## config.mk

```make
export PLATFORM = sky130hd
export DESIGN_NAME = lidar_segment_detection_sorter
export DESIGN_NICKNAME = d
export VERILOG_FILES = /design/src/lsds_pkg.sv /design/src/lidar_segment_detection_sorter.sv
export SDC_FILE = /design/constraint.sdc
export NUM_CORES = 2
export LEC_CHECK = 0
export BUFFER_PORTS_ARGS = -buffer_cell sky130_fd_sc_hd__buf_2
export CAP_MARGIN = 20
export CORE_MARGIN = 2
export CORE_UTILIZATION = 25
export DETAILED_ROUTE_END_ITERATION = 6
export PLACE_DENSITY = 0.41
export SYNTH_ARGS = -nofsm -noshare
export SYNTH_HDL_FRONTEND = slang
export SYNTH_SLANG_ARGS = --single-unit
export TNS_END_PERCENT = 1
```

## constraint.sdc

```tcl
create_clock -name clk -period 7.7 [get_ports clk]
set_input_delay 1.155 -clock clk [delete_from_list [all_inputs] [get_ports clk]]
set_output_delay 1.155 -clock clk [all_outputs]
set_load 0.005 [all_outputs]
```

## src/lsds_pkg.sv

```systemverilog
// Types and constants for the lidar segment detection sorter.
// No dependencies; used by lidar_segment_detection_sorter.
package lsds_pkg;

    localparam logic [28:0] HEADER_ID      = 29'h751;
    localparam logic [28:0] DATA_ID        = 29'h750;
    localparam logic [15:0] RESET_RANGE_CM = 16'd4950;
    localparam logic [8:0]  SEEN_MAX       = 9'd511;
    localparam logic [16:0] AMP_SCALE      = 17'd102400;

    // configuration register indexes
    localparam logic CFG_AMP_OFFSET = 1'b0;
    localparam logic CFG_AMP_SLOPE  = 1'b1;

    typedef struct packed {
        logic [28:0] can_id;
        logic [63:0] frame_data;
    } frame_t;

    typedef struct packed {
        logic [3:0]  segment;
        logic [15:0] kept_range_cm;
        logic [11:0] kept_amplitude;
        logic [15:0] other_range_cm;
        logic [11:0] other_amplitude;
        logic        last_segment;
    } result_t;

    // one segment's entry in the scan memory
    typedef struct packed {
        logic [15:0] kept_range;
        logic [11:0] kept_amp;
        logic [15:0] other_range;
        logic [11:0] other_amp;
    } scan_entry_t;

    localparam scan_entry_t RESET_ENTRY = '{
        kept_range:  RESET_RANGE_CM,
        kept_amp:    12'd0,
        other_range: RESET_RANGE_CM,
        other_amp:   12'd0
    };

    typedef enum logic [2:0] {
        ST_IDLE,
        ST_DET_RD,
        ST_DET_MUL,
        ST_DET_WR,
        ST_DET_END,
        ST_EMIT_RD,
        ST_EMIT_LD
    } state_t;

endpackage

```

## src/lidar_segment_detection_sorter.sv

```systemverilog
// Lidar segment detection sorter: CAN frames in, per-segment scan results out.
// Depends on lsds_pkg (types, constants, sequencer states).
//
// Usage
//   frame channel (frame_valid/frame_ready/frame): one received CAN frame per
//   transfer. Id 0x751 is a header, 0x750 carries two detections, any other
//   id is dropped.
//   result channel (result_valid/result_ready/result): one segment result per
//   transfer, segments in ascending order, last_segment on the final one.
//   cfg port (cfg_we/cfg_index/cfg_wdata): threshold offset and slope; write
//   only while no frame is in flight.
// Sequencing
//   frame_ready is high only while the sequencer is idle. A data frame takes,
//   per detection within the count and segment range, a memory read, a
//   multiply and a write back, then a count check. An emitting frame adds
//   a memory read and an output load per segment; a stall on result_ready
//   holds the sequencer. The scan memory accesses set this order.
// Reset
//   Valid bits for every segment clear at once, so all segments read as
//   4950 cm / zero amplitude; count and registers return to defaults. There
//   is no clearing pass. A header clears the valid bits the same way.
module lidar_segment_detection_sorter #(
    parameter int SEGMENTS = 16
) (
    input  logic                  clk,
    input  logic                  rst_n,
    input  logic                  frame_valid,
    output logic                  frame_ready,
    input  lsds_pkg::frame_t      frame,
    output logic                  result_valid,
    input  logic                  result_ready,
    output lsds_pkg::result_t     result,
    input  logic                  cfg_we,
    input  logic                  cfg_index,
    input  logic [15:0]           cfg_wdata
);

    localparam int SEG_W = $clog2(SEGMENTS);

    // scan memory: one entry per segment
    lsds_pkg::scan_entry_t mem [SEGMENTS];

    lsds_pkg::state_t      state_reg, state_next;
    logic                  kidx_reg, kidx_next;
    logic [SEG_W-1:0]      emit_idx_reg, emit_idx_next;
    logic                  hdr_emit_reg, hdr_emit_next;
    logic [7:0]            expected_reg, expected_next;
    logic [8:0]            seen_reg, seen_next;
    logic [SEGMENTS-1:0]   valid_reg, valid_next;
    logic [13:0]           offset_reg;
    logic [15:0]           slope_reg;
    lsds_pkg::frame_t      frame_reg;
    logic                  frame_load;

    lsds_pkg::scan_entry_t rd_data_reg;
    logic                  rd_vld_reg;
    logic                  rd_en;
    logic [SEG_W-1:0]      rd_addr;
    logic                  wr_en;
    lsds_pkg::scan_entry_t wr_entry;

    logic [31:0]           sr_prod_reg;
    logic [28:0]           amp_term_reg;
    logic [30:0]           off_term_reg;

    lsds_pkg::result_t     result_reg, result_d;
    logic                  result_valid_reg, result_valid_next;
    logic                  result_load;

    // current detection fields
    logic [31:0]           det_word;
    logic [15:0]           det_range;
    logic [11:0]           det_amp;
    logic [3:0]            det_seg;
    logic [SEG_W-1:0]      det_addr;
    logic [8:0]            seen_inc;
    lsds_pkg::scan_entry_t cur_entry;
    logic [34:0]           lhs;
    logic                  keep;

    assign det_word  = kidx_reg ? frame_reg.frame_data[63:32] : frame_reg.frame_data[31:0];
    assign det_range = det_word[15:0];
    assign det_amp   = det_word[27:16];
    assign det_seg   = det_word[31:28];
    assign det_addr  = det_seg[SEG_W-1:0];
    assign seen_inc  = (seen_reg < lsds_pkg::SEEN_MAX) ? seen_reg + 9'd1 : seen_reg;

    // entries never written since the last header read as the clear value
    assign cur_entry = rd_vld_reg ? rd_data_reg : lsds_pkg::RESET_ENTRY;

    // A*102400 + 4*S*R > O*102400
    assign lhs  = 35'(amp_term_reg) + {1'b0, sr_prod_reg, 2'b00};
    assign keep = (lhs > 35'(off_term_reg)) && (det_range <= cur_entry.kept_range);

    assign frame_ready  = (state_reg == lsds_pkg::ST_IDLE);
    assign result_valid = result_valid_reg;
    assign result       = result_reg;

    always_comb
    begin
        state_next        = state_reg;
        kidx_next         = kidx_reg;
        emit_idx_next     = emit_idx_reg;
        hdr_emit_next     = hdr_emit_reg;
        expected_next     = expected_reg;
        seen_next         = seen_reg;
        valid_next        = valid_reg;
        frame_load        = 1'b0;
        rd_en             = 1'b0;
        rd_addr           = det_addr;
        wr_en             = 1'b0;
        wr_entry          = cur_entry;
        result_load       = 1'b0;
        result_valid_next = result_valid_reg && !result_ready;
        result_d          = result_reg;

        case (state_reg)
            lsds_pkg::ST_IDLE:
            begin
                if (frame_valid)
                begin
                    frame_load = 1'b1;
                    if (frame.can_id == lsds_pkg::HEADER_ID)
                    begin
                        if (seen_reg != 9'd0)
                        begin
                            // flush pending scans before the clear
                            hdr_emit_next = 1'b1;
                            emit_idx_next = '0;
                            state_next    = lsds_pkg::ST_EMIT_RD;
                        end
                        else
                        begin
                            expected_next = frame.frame_data[7:0];
                            valid_next    = '0;
                        end
                    end
                    else if (frame.can_id == lsds_pkg::DATA_ID && expected_reg != 8'd0)
                    begin
                        kidx_next  = 1'b0;
                        state_next = lsds_pkg::ST_DET_RD;
                    end
                end
            end

            lsds_pkg::ST_DET_RD:
            begin
                seen_next = seen_inc;
                if (seen_inc <= {1'b0, expected_reg} && 32'(det_seg) < SEGMENTS)
                begin
                    rd_en      = 1'b1;
                    state_next = lsds_pkg::ST_DET_MUL;
                end
                else if (!kidx_reg)
                    kidx_next = 1'b1;
                else
                    state_next = lsds_pkg::ST_DET_END;
            end

            lsds_pkg::ST_DET_MUL:
            begin
                state_next = lsds_pkg::ST_DET_WR;
            end

            lsds_pkg::ST_DET_WR:
            begin
                wr_en = 1'b1;
                if (keep)
                begin
                    wr_entry.kept_range = det_range;
                    wr_entry.kept_amp   = det_amp;
                end
                else
                begin
                    wr_entry.other_range = det_range;
                    wr_entry.other_amp   = det_amp;
                end
                valid_next[det_addr] = 1'b1;
                if (!kidx_reg)
                begin
                    kidx_next  = 1'b1;
                    state_next = lsds_pkg::ST_DET_RD;
                end
                else
                    state_next = lsds_pkg::ST_DET_END;
            end

            lsds_pkg::ST_DET_END:
            begin
                if (seen_reg == {1'b0, expected_reg})
                begin
                    hdr_emit_next = 1'b0;
                    emit_idx_next = '0;
                    state_next    = lsds_pkg::ST_EMIT_RD;
                end
                else
                    state_next = lsds_pkg::ST_IDLE;
            end

            lsds_pkg::ST_EMIT_RD:
            begin
                rd_en      = 1'b1;
                rd_addr    = emit_idx_reg;
                state_next = lsds_pkg::ST_EMIT_LD;
            end

            lsds_pkg::ST_EMIT_LD:
            begin
                if (!result_valid_reg || result_ready)
                begin
                    result_load                = 1'b1;
                    result_valid_next          = 1'b1;
                    result_d.segment           = 4'(emit_idx_reg);
                    result_d.kept_range_cm     = cur_entry.kept_range;
                    result_d.kept_amplitude    = cur_entry.kept_amp;
                    result_d.other_range_cm    = cur_entry.other_range;
                    result_d.other_amplitude   = cur_entry.other_amp;
                    result_d.last_segment      = (emit_idx_reg == SEG_W'(SEGMENTS - 1));
                    if (emit_idx_reg == SEG_W'(SEGMENTS - 1))
                    begin
                        seen_next  = '0;
                        state_next = lsds_pkg::ST_IDLE;
                        if (hdr_emit_reg)
                        begin
                            expected_next = frame_reg.frame_data[7:0];
                            valid_next    = '0;
                        end
                    end
                    else
                    begin
                        emit_idx_next = emit_idx_reg + SEG_W'(1);
                        state_next    = lsds_pkg::ST_EMIT_RD;
                    end
                end
            end

            default:
            begin
                state_next = lsds_pkg::ST_IDLE;
            end
        endcase
    end

    // control state
    always_ff @(posedge clk or negedge rst_n)
    begin
        if (!rst_n)
        begin
            state_reg        <= lsds_pkg::ST_IDLE;
            kidx_reg         <= 1'b0;
            emit_idx_reg     <= '0;
            hdr_emit_reg     <= 1'b0;
            expected_reg     <= '0;
            seen_reg         <= '0;
            valid_reg        <= '0;
            result_valid_reg <= 1'b0;
        end
        else
        begin
            state_reg        <= state_next;
            kidx_reg         <= kidx_next;
            emit_idx_reg     <= emit_idx_next;
            hdr_emit_reg     <= hdr_emit_next;
            expected_reg     <= expected_next;
            seen_reg         <= seen_next;
            valid_reg        <= valid_next;
            result_valid_reg <= result_valid_next;
        end
    end

    // configuration registers
    always_ff @(posedge clk or negedge rst_n)
    begin
        if (!rst_n)
        begin
            offset_reg <= 14'd60;
            slope_reg  <= 16'd1536;
        end
        else if (cfg_we)
        begin
            case (cfg_index)
                lsds_pkg::CFG_AMP_OFFSET: offset_reg <= cfg_wdata[13:0];
                lsds_pkg::CFG_AMP_SLOPE:  slope_reg  <= cfg_wdata;
                default:                  slope_reg  <= slope_reg;
            endcase
        end
    end

    // payload registers
    always_ff @(posedge clk)
    begin
        if (frame_load)
            frame_reg <= frame;
        if (result_load)
            result_reg <= result_d;
        // threshold terms, one register stage before the compare
        sr_prod_reg  <= 32'(slope_reg) * 32'(det_range);
        amp_term_reg <= 29'(det_amp) * 29'(lsds_pkg::AMP_SCALE);
        off_term_reg <= 31'(offset_reg) * 31'(lsds_pkg::AMP_SCALE);
    end

    // scan memory, registered read
    always_ff @(posedge clk)
    begin
        if (wr_en)
            mem[det_addr] <= wr_entry;
        if (rd_en)
        begin
            rd_data_reg <= mem[rd_addr];
            rd_vld_reg  <= valid_reg[rd_addr];
        end
    end

endmodule

```

* After elaboration in Yosys (flattened, before gate mapping)
Memories as Yosys holds them, arrays and structs flattened. A register that Yosys moved wholly into a read port is not among the register bits. Cells that the tools add are included.
Word-level totals: register bits 267, RAM bits 896, output and inout bits 63, memories 1
Operators by class: add/subtract/negate cells 3, $mul 3, magnitude comparators 7, eq/ne operators 25, muxes and demuxes 67, bitwise logic cells 2, reductions and logical operators 26
Memories:
- mem | words 16, bits a word 56, rd ports 1, clocked after Yosys merged registers in 1, wr ports 1, line lidar_segment_detection_sorter.sv:41 | lsds_pkg::scan_entry_t mem [SEGMENTS];
Operators by type and width (number):
- 56-bit two-way mux | 2
- 16-bit two-way mux | 6
- 29-bit by 11-bit == test with 1-bit output (second input constant) | 2
- 28-bit two-way mux | 2
- 8-bit two-way mux | 6
- 16-bit one-hot mux with 3 select lines | 1
- 29-bit by 34-bit adder with 35-bit output | 1
- 35-bit by 31-bit > comparator with 1-bit output | 1
- 16-bit by 16-bit multiplier with 32-bit output | 1
- 32-bit two-way mux | 1
- 3-bit two-way mux | 10
- 4-bit two-way mux | 7
- 9-bit two-way mux | 3
- 3-bit one-hot mux with 7 select lines | 1
- 7-bit AND reduction | 3
- 1-bit two-way mux | 20
- 14-bit by 5-bit multiplier with 19-bit output (second input constant) | 1
- 2-bit != test (second input constant) | 9
- 9-bit one-hot mux with 2 select lines | 1
- 12-bit by 5-bit multiplier with 17-bit output (second input constant) | 1
- 16-bit <= comparator | 1
- 16-bit bitwise OR | 1
- 8-bit one-hot mux with 2 select lines | 1
- 5-bit AND reduction | 3
- other kinds (31) | 48

* Longest topological paths before layout
word-level depth 7, depth in mapped cells 28, mapped depth without buffers 25

* Least setup slack after synthesis
Ideal clock, no wire load.
path kind register to register, from register seen_reg[2], to register, netlist name rd_data_reg[0], library setup time 0.553 ns, arrival 6.792 ns, setup slack 0.354 ns, stages on the path, launching flop included 15, path buffers 1, period minus slack after synthesis 7.346 ns, path through dfrtp_1 -> clkbuf_1 -> nand4_1 -> nor3_1 -> or2_2 -> ha_1 -> nor2b_1 -> o21a_1 -> o21a_1 -> o21a_1 -> o21a_1 -> o21a_1 -> o21a_1 -> o22a_1 -> o21ai_0
Between the ends: longest elaborated chain between the ends 5, elaborated cells on any way between the ends 6, those cells by class add/sub: 1; order compare: 2; mux: 3
Ends and longest elaborated chain:
- start, declared | line lidar_segment_detection_sorter.sv:48 | logic [8:0] seen_reg, seen_next;
- start signal, assigned | line lidar_segment_detection_sorter.sv:265 | seen_reg <= seen_next;
- 9-bit by 1-bit adder with 9-bit output / 9-bit less-than comparator (equally long branches) | line lidar_segment_detection_sorter.sv:86 | assign seen_inc = (seen_reg < lsds_pkg::SEEN_MAX) ? seen_reg + 9'd1 : seen_reg;
- 9-bit two-way mux (*) | line lidar_segment_detection_sorter.sv:86
- 9-bit by 8-bit <= comparator with 1-bit output (*) | line lidar_segment_detection_sorter.sv:149 | if (seen_inc <= {1'b0, expected_reg} && 32'(det_seg) < SEGMENTS)
- 1-bit two-way mux (*) | line lidar_segment_detection_sorter.sv:149
- 1-bit one-hot mux with 2 select lines (*) | line lidar_segment_detection_sorter.sv:117 | case (state_reg)
- named net rd_en | line lidar_segment_detection_sorter.sv:57 | logic rd_en;
Mark *: on every way through the listed nets, which the timed path passes. The rest lies on a longest branch. A chain may end at the register's enable or synchronous reset.

* Worst setup path after layout
from register kidx_reg, to register sr_prod_reg[30]
Between the ends: longest elaborated chain between the ends 2
Ends and longest elaborated chain:
- start, declared | line lidar_segment_detection_sorter.sv:44 | logic kidx_reg, kidx_next;
- start signal, assigned | line lidar_segment_detection_sorter.sv:261 | kidx_reg <= kidx_next;
- 32-bit two-way mux | line lidar_segment_detection_sorter.sv:81 | assign det_word = kidx_reg ? frame_reg.frame_data[63:32] : frame_reg.frame_data[31:0];
- 16-bit by 16-bit multiplier with 32-bit output | line lidar_segment_detection_sorter.sv:297 | sr_prod_reg <= 32'(slope_reg) * 32'(det_range);
- end signal, assigned | line lidar_segment_detection_sorter.sv:297
- end, declared | line lidar_segment_detection_sorter.sv:62 | logic [31:0] sr_prod_reg;
Every way passes these cells.

==> run metrics <==
status complete, no violations; Final HPWL DP 114000 microns; top cell type's share of synthesized area 0.544; r2r startpoint kidx_reg; core area 237000 sq um; DRC 0; endpoints failing setup 0; Clock Skews 0.0590 ns; FMAX 137 MHz; HP Class input pin to asynchronous set/reset pin; commonest cells in the synthesized netlist edfxtp_1, inv_1, nand2_1; setup slack, reg-to-reg 0.43 ns; Die ar. 242000 sq um; Hold WS 0.310 ns; H-tree levels 4; sequential cell area fraction in the yosys report 0.598; cell taking the most area after synthesis edfxtp_1; gr usage total 0.146; layout cell share with drive strength beyond 1 0.196; FF-to-FF path depth 25; CTS Hold Buffers Added 0; fraction of registers with async set/reset 0.0599; Post-Synth Simple-Gate Area 0.0618; largest family of logic cells by synthesized area adder cells; Reg-to-Reg End sr_prod_reg[30]; drt wl/cell 23.6 microns; Overflow after GRT 0; routed vias/inst 4.48; via count 33600; Synth Register Bits 1219; CP required 8.41 ns; Seq. cell area 35600 sq um; Synth Area in Adders 0.125; final slew viol count 0; # port buffers 177; Design Area, Final 69600 sq um; unique cell type count in the Yosys netlist 79; prevailing post-synth register cell edfxtp_1; Initial Util 0.251; Total Nets Final 4807; Max clock buf depth 3; initial antenna violation count 17; min cycle time layout 7.27 ns; Post-synth EDFFs 1078; Mapped Area 59500 sq um; Worst Tran Pin Value 1.09 ns; Startpoint Class flop; setup TNS 0 ns; slew margin rel. 0.270; CP Class flop to flop; Worst-Skew Late Latency 0.82 ns; Worst-path clk slew 0.05 ns; Avg Synthesized Cell Area 15.1 sq um; Synth Warn # 0; Crit. End Element flop; Total Routed Length 177000 microns; global-route wire length before repair 256000 microns; CTS tree done; post-route ant nets 0; main area contributors after synthesis edfxtp_1, mux4_2, fa_1, ha_1, dfrtp_1; GP Congestion 0.780; Mapped Cells 3947; post-synthesis mux area share 0.114; period utilisation layout 0.945; Final Hold Fails 0; Die W 492 microns; CTS Root Buffer Type clkbuf_16; dpl cell area 64900 sq um; largest net degree at the start of global routing 115; Final Util 0.293; DRT Pass-1 Iters 6; CP Capture Point sr_prod_reg[30]; count leader, synth edfxtp_1; max FFs per register 896; RSZ-0062 raised after global routing no; worst-path maximum fanout 19; Critical Path AT 7.99 ns; Area Overhead vs Synth 16.9%; syn nets 4528; Synth Area in Compound Gates 0.0534; Ports 178; Iteration-0 DRC Markers 2244; multi-input logic area 22000 sq um; vias in the first global route 35600; Synth Area in XOR/XNOR 0.0118; # Max-Cap Violations 0; FILL cells 23900; site row count 179; Chip Height 492 microns; Critical Path Source kidx_reg; clk sink count 1219; CTS buffer count 145
-- worst max-delay path: stages, from the launching register on --
cell and delay (ns):
dfrtp_4 0.56, buf_4 0.21, mux2_2 0.51, and2_1 0.24
fa_1 0.50, inv_1 0.05, fa_1 0.46, fa_1 0.50
fa_1 0.54, inv_1 0.05, fa_1 0.48, inv_1 0.05
fa_1 0.47, inv_1 0.04, ha_1 0.32, a21oi_1 0.21
o21ai_0 0.11, a21oi_1 0.20, a21oi_1 0.15, o211ai_1 0.28
a31oi_1 0.19, o41ai_2 0.30, buf_4 0.17, o31ai_1 0.10
or4_1 0.41, nand3_1 0.07
-- layer usage --
| layer | track usage | vias to the layer above | part of all wire |
|---|---|---|---|
| met2 | 0.249 | 699 | 0.49 |
| met5 | 0 | - | 0.000068 |
| li1 | - | 15100 | - |
| met4 | 0.0472 | 2 | 0.031 |
| met1 | 0.190 | 17600 | 0.44 |
| met3 | 0.0234 | 253 | 0.041 |
-- what timing repair did --
item	in CTS	in global routing
setup buffers	0	1
setup endpoints to repair	0	3
endpoints found under the hold margin	0	0
resized for setup	0	4
-- per-stage QoR --
step	instances	setup slack, ns
2_1_floorplan	3947	0.354
3_3_place_gp	7241	0.300
3_5_place_dp	7244	0.201
4_1_cts	7506	0.148
5_1_grt	7509	0.000869
6_report	7511	0.427
-- area by class of cell --
| type | instances | share of cell area |
|---|---|---|
| multi-input cells | 2168 | 0.316 |
| inverters | 392 | 0.0212 |
| flip-flops and latches | 1219 | 0.511 |
| clock buffers | 181 | 0.0548 |
| repair buffers | 300 | 0.0279 |
| clock inverters | 81 | 0.0115 |
| diodes | 3 | 0.000108 |
| well taps | 3167 | 0.0569 |
-- how the worst min path moves through the flow --
stage | depth (start not counted) | slack (ns) | start | to
after detailed placement | 0 | 0.43 | offset_reg[1] | off_term_reg[13]
after global placement | 0 | 0.44 | offset_reg[1] | off_term_reg[13]
after CTS | 1 | 0.26 | rst_n | slope_reg[3]
final | 1 | 0.31 | rst_n | slope_reg[3]
after global routing | 1 | 0.30 | rst_n | slope_reg[3]
after floorplan | 0 | 0.39 | offset_reg[1] | off_term_reg[13]
-- cell usage in the layout (no fill, tap or decap), drive strengths merged, types with 33 or more instances in the layout --
cell type,n
edfxtp,1078
inv,397
buf,299
nand2,281
ha,255
mux4,228
fa,211
clkbuf,182
a21oi,168
and2,131
nor2,130
mux2i,80
a211oi,72
nor2b,72
mux2,71
dfxtp,68
dfrtp,67
clkinv,67
xnor2,63
o21ai,54
a21o,33
-- kinds of logic (layout without fill, tap and decap cells) --
family / after synthesis / count (layout)
AOI/OAI and AO/OA: 486 / 486
adders and majority gates: 466 / 466
buffers and inverters: 560 / 954
other: 0 / 3
DFF: 1219 / 1219
xor gates and xnor gates: 80 / 80
and+or+nand+nor: 757 / 757
muxes: 379 / 379
Power is left out: the tool's default activity adds up to more than one toggle a clock period on the data nets, which glitch-free logic cannot reach.
